`config.mk`:
```
export PLATFORM = sky130hd
export DESIGN_NAME = pal_cell
export DESIGN_NICKNAME = d
export VERILOG_FILES = /design/src/hdl/pal_pkg.sv /design/src/hdl/pal_cell.sv
export SDC_FILE = /design/constraint.sdc
export NUM_CORES = 1
export LEC_CHECK = 0
export ABC_AREA = 1
export BUFFER_PORTS_ARGS = -buffer_cell sky130_fd_sc_hd__buf_2
export CORE_ASPECT_RATIO = 0.7
export CORE_MARGIN = 2
export CORE_UTILIZATION = 43
export DETAILED_ROUTE_END_ITERATION = 7
export GPL_ROUTABILITY_DRIVEN = 0
export PLACE_DENSITY = 0.81
export SLEW_MARGIN = 20
export SYNTH_ARGS = -nofsm -noshare
export SYNTH_HDL_FRONTEND = slang
export SYNTH_SLANG_ARGS = --single-unit
```
`constraint.sdc`:
```
create_clock -name clk_i -period 4.12 [get_ports clk_i]
set_input_delay 0.206 -clock clk_i [delete_from_list [all_inputs] [get_ports clk_i]]
set_output_delay 0.206 -clock clk_i [all_outputs]
set_load 0.1 [all_outputs]
```
`src/hdl/pal_pkg.sv`:
```
`timescale 1ns / 1ps

package pal_pkg;

  localparam logic [2:0] CMD_PUSH_BACK  = 3'd0;
  localparam logic [2:0] CMD_PUSH_FRONT = 3'd1;
  localparam logic [2:0] CMD_INSERT     = 3'd2;
  localparam logic [2:0] CMD_ERASE      = 3'd3;
  localparam logic [2:0] CMD_FIND       = 3'd4;
  localparam logic [2:0] CMD_MODIFY     = 3'd5;

  localparam logic [1:0] STAT_OK       = 2'd0;
  localparam logic [1:0] STAT_FULL     = 2'd1;
  localparam logic [1:0] STAT_BADPOS   = 2'd2;
  localparam logic [1:0] STAT_NOTFOUND = 2'd3;

  typedef enum logic [2:0] {
    COP_HOLD,
    COP_WRITE_AT,
    COP_SHIFT_UP,
    COP_SHIFT_DOWN,
    COP_MATCH,
    COP_MATCH_SHIFT
  } cell_op_e;

  typedef struct packed {
    cell_op_e op;
  } cell_ctrl_t;

endpackage

```
`src/hdl/pal_cell.sv`:
```
`timescale 1ns / 1ps

module pal_cell import pal_pkg::*; #(
  parameter int IDX        = 0,
  parameter int CNT_W      = 11,
  parameter int DATA_WIDTH = 32
) (
  input  logic                  clk_i,
  input  cell_ctrl_t            ctrl_i,
  input  logic [CNT_W-1:0]      pos_i,
  input  logic [CNT_W-1:0]      count_i,
  input  logic [DATA_WIDTH-1:0] value_i,
  input  logic [DATA_WIDTH-1:0] left_i,
  input  logic [DATA_WIDTH-1:0] right_i,
  input  logic                  match_right_i,
  output logic [DATA_WIDTH-1:0] data_o,
  output logic                  match_o
);

  localparam logic [CNT_W-1:0] MyIdx = CNT_W'(IDX);

  logic [DATA_WIDTH-1:0] data_q, data_d;
  logic                  match_q, match_d;
  logic                  at_pos, above_pos, in_list;

  assign at_pos    = (MyIdx == pos_i);
  assign above_pos = (MyIdx > pos_i);
  assign in_list   = (MyIdx < count_i);

  always_comb begin
    data_d  = data_q;
    match_d = match_q;
    unique case (ctrl_i.op)
      COP_HOLD: begin
      end
      COP_WRITE_AT: begin
        if (at_pos) data_d = value_i;
      end
      COP_SHIFT_UP: begin
        if (above_pos) data_d = left_i;
        else if (at_pos) data_d = value_i;
      end
      COP_SHIFT_DOWN: begin
        if (above_pos || at_pos) data_d = right_i;
      end
      COP_MATCH: begin
        match_d = in_list && (data_q == value_i);
      end
      COP_MATCH_SHIFT: begin
        match_d = match_right_i;
      end
      default: begin
      end
    endcase
  end

  always_ff @(posedge clk_i) begin
    data_q  <= data_d;
    match_q <= match_d;
  end

  assign data_o  = data_q;
  assign match_o = match_q;

endmodule

```
# == After elaboration in Yosys (flattened, before gate mapping) ==
# Cells that the tools add are included.
# classes
reduce_logical,6
order_cmp,2
n_mux,5
eq_ne,7
# ops
cell,n
two-way mux 32 bit,3
case mux 32 bit (3 select lines),1
equality test 32 bit,1
"greater-than comparator 1 x 11 -> 1 bit, first input constant",1
logical NOT 11 bit,1
"less-than comparator 1 x 11 -> 1 bit, first input constant",1
"equality test 3 x 2 -> 1 bit, second input constant",2
"equality test 3 bit, second input constant",2
"equality test 3 x 1 -> 1 bit, second input constant",1
nonzero test 3 bit,1
"!= test 2 bit, second input constant",1
case mux 1 bit (2 select lines),1
AND reduction 2 bit,1
nonzero test 2 bit,1
logical AND 1 bit,1
logical OR 1 bit,1
# word_totals
in_bits,123
reg_bits,33
out_inout_bits,33
wordCells,22

# == Longest topological paths before layout ==
# Gate-level depths: netlist of run 1.
# logic_depth
ltp_word,4
mapped_depth,9
ltp_nobuf,9

# == Least setup slack after synthesis of run 1 ==
# OpenSTA, ideal clock, no wires.
# synth_timing
path_kind,in2reg
start,in pos_i[9]
end,reg data_q[0] (netlist: data_o[0]) (enable)
t_required_ns,3.688
path_slack_ns,1.173
path_stages,6
arrival_ns,2.515
n_path_buf,2
setup_time_ns,0.432
path_cell_list,nor3_1 > and3_1 > buf_2 > nand2_1 > buf_2 > a21oi_1
# synth_between
elab_chain_cells,4
elab_cells_between_ends,5
cone_classes,order compare: 1; eq/ne: 1; reduce/logical: 3
# synth_rtl
item,line,text
start: declaration,pal_cell.sv:10,"input logic [CNT_W-1:0] pos_i,"
greater-than comparator 1 x 11 -> 1 bit or logical NOT 11 bit (tied branches),"pal_cell.sv:27, pal_cell.sv:26",
logical OR 1 bit *,pal_cell.sv:44,if (above_pos || at_pos) data_d = right_i;
!= test 2 bit (no source line) *,-,
AND reduction 2 bit (no source line) *,-,
end signal: assignment,pal_cell.sv:58,data_q <= data_d;
end: declaration,pal_cell.sv:22,"logic [DATA_WIDTH-1:0] data_q, data_d;"
# Mark *: on every way between the ends. The rest lies on a longest branch, timed or not.
# A chain may end at the register's enable or synchronous reset.

# == Final worst setup path of run 1 ==
# layout_timing
start,in ctrl_i[1] in the netlist's numbering
end,reg data_q[9] (netlist: data_o[9]) (enable)
# layout_between
elab_chain_cells,3
elab_cells_between_ends,6
cone_classes,eq/ne: 4; reduce/logical: 2
# layout_rtl
item,line,text
start: declaration,pal_cell.sv:9,"input cell_ctrl_t ctrl_i,"
equality test 3 x 2 -> 1 bit or equality test 3 x 1 -> 1 bit (tied branches),pal_cell.sv:33,unique case (ctrl_i.op)
!= test 2 bit (no source line) or nonzero test 3 bit (tied branches),-,
AND reduction 2 bit (no source line) *,-,
# Marked as above.

==> metrics.log, run 1 <==
[metrics] number of antenna violations at the first check in global routing: 0
[metrics] peak fanout along the critical path: 33
[metrics] Floorplan Core Area: 5640 um2
[metrics] Synth Warn #: 0
[metrics] cell area after layout: 3244 um2
[metrics] total global-route track usage: 0.2164
[metrics] library cell contributing the largest single delay on the critical path: sky130_fd_sc_hd__a21oi_4
[metrics] total number of cells along the worst setup path: 7
[metrics] CP startpoint kind: primary input
[metrics] Setup Fix Bufs, Post-CTS: 0
[metrics] relative slew slack: 0.2651
[metrics] summed negative setup slack over all endpoints: 0 ps
[metrics] Tcrit/Tclk final: 0.7501
[metrics] depth of the worst register-to-register path: 6
[metrics] Die Y: 67.60 um
[metrics] Post-Syn Nets: 468
[metrics] diode count: 0
[metrics] post-CTS clock slew at the launch and capture registers of the worst setup and hold paths: 70 ps
[metrics] number of endpoints failing setup at the final stage: 0
[metrics] ratio of cells with drive above 1 in the final layout: 0.2931
[metrics] Worst IR Drop VDD: 183.0 uV
[metrics] clk_skew: 5.683 ps
[metrics] required time of the critical path: 4010 ps
[metrics] reported max-cap violation count: 0
[metrics] clock group share of total power: 0.235
[metrics] part of the total power dissipated in combinational logic: 0.345
[metrics] HPWL Detailed: 4920 um
[metrics] Hold Buf Count CTS: 0
[metrics] pin count of the biggest net entering global routing: 34
[metrics] post-synthesis cell area: 2485 um2
[metrics] count of vias placed by the detailed router: 2577
[metrics] kind of end point of the critical path: register
[metrics] setup repair after global routing missed its margin: false
[metrics] clock latency at the later pin of the worst-skew pair: 280 ps
[metrics] Clock Root Buffer: sky130_fd_sc_hd__clkbuf_8
[metrics] most frequent standard cell in the layout excluding fill and tap cells: sky130_fd_sc_hd__nand2_1
[metrics] final critical path time including I/O delays and setup: 3091 ps
[metrics] CTS-repair resized insts: 0
[metrics] post-synthesis cell count: 345
[metrics] depth of the CTS H-tree: 2
[metrics] total of flip-flops plus latches after synthesis: 33
[metrics] Fmax achieved: 323.6 MHz
[metrics] type of the worst min-delay path: in2reg
[metrics] most frequent cells in the layout: 127 x sky130_fd_sc_hd__nand2_1, 123 x sky130_fd_sc_hd__buf_2, 45 x sky130_fd_sc_hd__nand3_1, 42 x sky130_fd_sc_hd__inv_1, 33 x sky130_fd_sc_hd__edfxtp_1
[metrics] Crit path buffers/inverters: 4
[metrics] final hold violations: 0
[metrics] worst slack on hold paths: 188.3 ps
[metrics] Setup CP Type: in2reg
[metrics] fillcell total: 553
[metrics] starting utilization of the core area: 0.4406
[metrics] Final nets: 586
[metrics] register share of total power: 0.420
[metrics] die footprint: 6413 um2
[metrics] register area share after synthesis: 0.3988
[metrics] run status: finished, final reports clean
[metrics] Net Sw Frac: 0.3894
[metrics] antenna viol nets, final: 0
[metrics] vias in the first global route: 2450
[metrics] CTS Sinks: 33
[metrics] drc violations: 0
[metrics] standard cell area after detailed placement: 3162 um2
[metrics] worst-case clock buffer depth: 2
[metrics] DR vias/cell: 4.781
[metrics] transition time of the tightest slew-check pin: 1100 ps
[metrics] Critical Path, Cell by Cell: buf_2, inv_1, nor2_1, nand2_1, buf_4, clkinv_1, a21oi_4
[metrics] ratio of total power to cell area: 308.6 nW/um2
[metrics] TritonRoute pass-1 iters: 5
[metrics] number of placed I/O pins: 156
[metrics] kind of cell adding the most delay to the critical path: buffers and inverters
[metrics] TritonCTS clock tree: yes
[metrics] number of rows created at floorplan: 23
[metrics] Internal Pwr Total: 611.3 uW
[metrics] Cell Count, Final, Fillers Out: 539
[metrics] Die Wd: 94.86 um
[metrics] register-to-register setup slack: 2830 ps
[metrics] global-route wire length before repair: 10770 um
[metrics] Psw: 389.9 uW
[metrics] Finished Core Util: 0.5752
[metrics] post-synthesis area per instance: 7.203 um2
[metrics] number of distinct library cells after synthesis: 17
[metrics] static leakage power: 0.001700 uW
[metrics] depth of the worst hold-timing path: 3
[metrics] final slew viol count: 0
[metrics] gr ovfl total: 0
[metrics] detailed-route wire length: 6925 um
[metrics] Num CTS Buffers: 5
[metrics] worst endpoint data arrival time: 2990 ps
[metrics] violation count after the first detailed-routing iteration: 132
[metrics] Worst path max stage delay: 1200 ps
[metrics] detail-routed net length per standard cell: 12.85 um
[metrics] placed cells: 531
[metrics] synthesis-to-finish area growth: 30.56%
[metrics] number of input and output port buffers inserted: 123
synthesized netlist by cell type, drive strengths merged:
library cell	n	area, um2
xor2	8	70.07
clkbuf	5	18.77
nor3	1	5.000
edfxtp	33	991.0
nor2	22	82.58
inv	43	161.4
nand3b	25	187.7
a21oi	1	5.000
and3	1	6.260
xnor2	17	148.9
buf	11	55.05
and2	1	6.260
nand2	127	476.7
nor4	1	21.27
nand4	3	18.77
o21ai	1	5.000
nand3	45	225.2
stage by stage:
step                setup WS [ps]  total power [uW]
finish                       1029              1001
global route                784.6              1046
CTS                          1532              1009
detailed placement           1230             773.0
global placement             1207             767.3
floorplan                    1173             679.2
worst reg2reg max path: cells and delay by family (launching register included):
| kind | cells | cell delay, ps |
|---|---|---|
| xor+xnor | 1 | 200 |
| flops | 1 | 430 |
| simple gates | 5 | 530 |
flip-flops by register name, indices dropped and copies added (netlist names):
signal / cells
data_o: 32
match_o: 1
layer usage:
layer	part of all wire	vias up	GRT usage
li1	-	1329	-
met1	0.46	1131	0.2711
met2	0.46	112	0.3936
met3	0.079	5	0.04018
met4	0.0064	0	0.04529
met5	0	-	0
path summary, 6_finish.rpt:
path / to / from
setup / recovery: data_o[9] / ctrl_i[1]
hold / removal: data_o[18] / right_i[18]
hold reg to reg: data_o[23] / data_o[23]
setup reg to reg: match_o / data_o[0]
final cells by class:
| class | instances | area (um2) | share of cell area |
|---|---|---|---|
| inverter | 43 | 161.4 | 0.04975 |
| tap | 75 | 93.84 | 0.02892 |
| clock inverter | 2 | 10.01 | 0.003085 |
| multi-input combinational | 253 | 1270 | 0.3914 |
| clock buffer | 6 | 72.57 | 0.02237 |
| timing repair buffer | 127 | 645.6 | 0.1990 |
| sequential | 33 | 991.0 | 0.3054 |
power by group through the flow:
stage	Combinational (uW)	Clock, uW	Sequential, uW
2_1_floorplan	96.4	0	583
6_report	345	235	421
3_3_place_gp	340	0	427
3_5_place_dp	345	0	428
5_1_grt	370	253	423
4_1_cts	346	242	421
kinds of logic after synthesis:
group	Yosys count	share of synthesized area
AND/OR/NAND/NOR	226	0.4144
AO/OA/AOI/OAI	2	0.004024
flip-flops	33	0.3988
buffers and inverters	59	0.09466
XOR/XNOR	25	0.08812
Power figures use the tool's default switching activity.
==> run 2: changes to the inputs <==
--- a/config.mk
+++ b/config.mk
@@ -5,14 +5,14 @@
 export SDC_FILE = /design/constraint.sdc
 export NUM_CORES = 1
 export LEC_CHECK = 0
-export ABC_AREA = 1
+export ABC_AREA = 0
 export BUFFER_PORTS_ARGS = -buffer_cell sky130_fd_sc_hd__buf_2
 export CORE_ASPECT_RATIO = 0.7
 export CORE_MARGIN = 2
-export CORE_UTILIZATION = 43
+export CORE_UTILIZATION = 37
 export DETAILED_ROUTE_END_ITERATION = 7
 export GPL_ROUTABILITY_DRIVEN = 0
-export PLACE_DENSITY = 0.81
+export PLACE_DENSITY = 0.77
 export SLEW_MARGIN = 20
 export SYNTH_ARGS = -nofsm -noshare
 export SYNTH_HDL_FRONTEND = slang
==> constraint.sdc (replaced) <==
create_clock -name clk_i -period 2.6 [get_ports clk_i]
set_input_delay 0.13 -clock clk_i [delete_from_list [all_inputs] [get_ports clk_i]]
set_output_delay 0.13 -clock clk_i [all_outputs]
set_load 0.1 [all_outputs]
==> run 2 against run 1 <==
Against the previous run:
- synthesized cell count down 43%
- area after synthesis is 15% lower
- global-route usage fell by 4.7 points
- count of clock-buffer cells in the layout unchanged
- cell count decreased by 27%
- total power up 47%
- sequential share of layout area grew 3.8 points
- clock power increased by 57%
- die area decreased by 1.0%
- clock skew about the same
- sequential cell count stayed put
- non-clock buffer count did not move
- critical endpoint is now match_o
- largest cell class unchanged
==> metrics.log, run 2 <==
[metrics] Net Sw Frac: 0.3598
[metrics] TritonRoute pass-1 iters: 4
[metrics] Die Wd: 94.36 um
[metrics] detailed-route wire length: 5330 um
[metrics] Worst IR Drop VDD: 256.9 uV
[metrics] gr ovfl total: 0
[metrics] number of placed I/O pins: 156
[metrics] most area-consuming cells after synthesis: sky130_fd_sc_hd__edfxtp_1 47%, sky130_fd_sc_hd__mux2i_1 15%, sky130_fd_sc_hd__a21oi_1 7.6%, sky130_fd_sc_hd__xnor2_1 7.5%, sky130_fd_sc_hd__xor2_1 5.8%
[metrics] Tcrit/Tclk final: 0.6599
[metrics] post-synthesis cell type with the largest combined area: sky130_fd_sc_hd__edfxtp_1
[metrics] clock group share of total power: 0.250
[metrics] CP startpoint kind: register
[metrics] Setup CP Type: reg2reg
[metrics] post-synthesis cell area: 2115 um2
[metrics] number of rows created at floorplan: 22
[metrics] synthesis-to-finish area growth: 36.57%
[metrics] relative slew slack: 0.6273
[metrics] detail-routed net length per standard cell: 13.53 um
[metrics] antenna viol nets, final: 0
[metrics] part of the total power dissipated in combinational logic: 0.306
[metrics] total global-route track usage: 0.1699
[metrics] depth of the worst register-to-register path: 5
[metrics] post-synthesis async set-or-reset flop share: 0
[metrics] total of flip-flops plus latches after synthesis: 33
[metrics] beginning of the worst register-to-register path: data_o[15]
[metrics] Die Y: 67.25 um
[metrics] HPWL Detailed: 4026 um
[metrics] endpoint with the worst hold slack: match_o
[metrics] Num CTS Buffers: 5
[metrics] Internal Pwr Total: 942.8 uW
[metrics] Finished Core Util: 0.5380
[metrics] number of distinct library cells after synthesis: 24
[metrics] worst-case clock buffer depth: 2
[metrics] post-CTS clock slew at the launch and capture registers of the worst setup and hold paths: 70 ps
[metrics] register area share after synthesis: 0.4686
[metrics] pin count of the biggest net entering global routing: 43
[metrics] kind of end point of the critical path: register
[metrics] global-route wire length before repair: 8300 um
[metrics] run status: finished, final reports clean
[metrics] clk_skew: 5.900 ps
[metrics] Psw: 529.9 uW
[metrics] most frequent cells in the layout: 123 x sky130_fd_sc_hd__buf_2, 33 x sky130_fd_sc_hd__edfxtp_1, 32 x sky130_fd_sc_hd__mux2i_1, 32 x sky130_fd_sc_hd__nor2_1, 32 x sky130_fd_sc_hd__a21oi_1
[metrics] CTS-repair resized insts: 0
[metrics] cell area after layout: 2888 um2
[metrics] area share of the leading cell type in the synthesized netlist: 0.4686
[metrics] static leakage power: 0.001419 uW
[metrics] final critical path time including I/O delays and setup: 1716 ps
[metrics] drc violations: 0
[metrics] number of endpoints failing setup at the final stage: 0
[metrics] post-synthesis area per instance: 10.73 um2
[metrics] peak fanout along the critical path: 3
[metrics] ratio of total power to cell area: 510.0 nW/um2
[metrics] count of vias placed by the detailed router: 1894
[metrics] number of input and output port buffers inserted: 123
[metrics] setup repair after global routing missed its margin: false
[metrics] number of antenna violations at the first check in global routing: 0
[metrics] violation count after the first detailed-routing iteration: 57
[metrics] diode count: 0
[metrics] type of the worst min-delay path: in2reg
[metrics] final hold violations: 0
[metrics] worst endpoint data arrival time: 1850 ps
[metrics] ratio of cells with drive above 1 in the final layout: 0.4286
[metrics] startpoint of the lowest-slack hold path: match_right_i
[metrics] flip-flop count of the largest register after layout: 32
[metrics] standard cell area after detailed placement: 2805 um2
[metrics] Clock Root Buffer: sky130_fd_sc_hd__clkbuf_8
[metrics] top_reg_cell synth: sky130_fd_sc_hd__edfxtp_1
[metrics] register-to-register setup slack: 880 ps
[metrics] required time of the critical path: 2730 ps
[metrics] DR vias/cell: 4.807
[metrics] die footprint: 6345 um2
[metrics] Setup Fix Bufs, Post-CTS: 0
[metrics] register share of total power: 0.444
[metrics] final slew viol count: 0
[metrics] Final nets: 444
[metrics] most frequent standard cell in the layout excluding fill and tap cells: sky130_fd_sc_hd__buf_2
[metrics] Synth Warn #: 0
[metrics] number of synthesized flops with an enable pin: 33
[metrics] summed negative setup slack over all endpoints: 0 ps
[metrics] Floorplan Core Area: 5368 um2
[metrics] depth of the worst hold-timing path: 3
[metrics] reported max-cap violation count: 0
[metrics] clock latency at the later pin of the worst-skew pair: 280 ps
[metrics] post-synthesis cell count: 197
[metrics] TritonCTS clock tree: yes
[metrics] Fmax achieved: 582.8 MHz
[metrics] most used standard cell by instance count after synthesis: sky130_fd_sc_hd__edfxtp_1
[metrics] starting utilization of the core area: 0.3939
[metrics] total power after layout: 1473 uW
[metrics] depth of the CTS H-tree: 2
[metrics] transition time of the tightest slew-check pin: 559.0 ps
[metrics] Reg-to-Reg End: match_o
[metrics] Hold Buf Count CTS: 0
[metrics] CTS Sinks: 33
[metrics] Post-Syn Nets: 320
[metrics] most numerous cell types in the synthesized netlist: 33 x sky130_fd_sc_hd__edfxtp_1, 32 x sky130_fd_sc_hd__a21oi_1, 32 x sky130_fd_sc_hd__mux2i_1, 32 x sky130_fd_sc_hd__nor2_1, 18 x sky130_fd_sc_hd__xnor2_1
[metrics] vias in the first global route: 1808
-- run 2: cell count changes after synthesis, sizes merged, moves of 6 or more --
cell,change
mux2i,+32
inv,-43
xor2,+6
nand3,-42
nand2,-126
nor4,+7
nand3b,-24
buf,-7
a21oi,+31
nor2,+10
-- run 2: cells by family (layout without fill, tap and decap cells) --
family,after synthesis,in the layout,synth area share
simple gates,55,55,0.1343
compound gates,35,35,0.08461
mux,32,32,0.1515
buf+inv,10,135,0.02840
flops,33,33,0.4686
xor+xnor,32,32,0.1325
-- run 2: metal layers --
metal | track usage | share of wire
met5 | 0 | 0
met4 | 0.03804 | 0.0023
met3 | 0.06138 | 0.098
met2 | 0.2875 | 0.44
met1 | 0.2107 | 0.46
-- run 2: power by group through the flow --
stage	registers (uW)	logic, uW	clock network [uW]
2_1_floorplan	876	111	0
3_3_place_gp	663	447	0
3_5_place_dp	666	452	0
4_1_cts	654	453	390
5_1_grt	658	479	418
6_report	654	450	368
-- run 2: stage by stage --
stage / setup WS [ps] / hold slack [ps] / cells
2_1_floorplan: 255.7 / 323.5 / 197
3_3_place_gp: 878.5 / 430.4 / 386
3_5_place_dp: 881.8 / 425.2 / 386
4_1_cts: 861.3 / 132.8 / 394
5_1_grt: 777.2 / 132.6 / 394
6_report: 884.3 / 142.9 / 394
-- run 2: worst max path at each step --
stage                 end  slack, ps  cells after the start  startpoint
2_1_floorplan   data_o[0]        260                      4    pos_i[6]
3_3_place_gp      match_o        880                      5  data_o[15]
3_5_place_dp   data_o[17]        880                      5    pos_i[6]
4_1_cts           match_o        860                      5  data_o[15]
5_1_grt           match_o        780                      5  data_o[15]
6_report          match_o        880                      5  data_o[15]
-- run 2: cell type report --
cell class / instances / area, um2
tap: 72 / 90.09
fill: 517 / 2480
timing repair buffer: 127 / 645.6
sequential: 33 / 991.0
clock buffer: 6 / 72.57
multi-input combinational: 154 / 1079
clock inverter: 2 / 10.01
-- run 2: critical path: stages (launching register included) --
cell and delay [ps]:
sky130_fd_sc_hd__edfxtp_1 420, sky130_fd_sc_hd__xor2_1 190, sky130_fd_sc_hd__nor4_2 290, sky130_fd_sc_hd__nand3_1 100
sky130_fd_sc_hd__or4_1 440, sky130_fd_sc_hd__o21ai_1 130
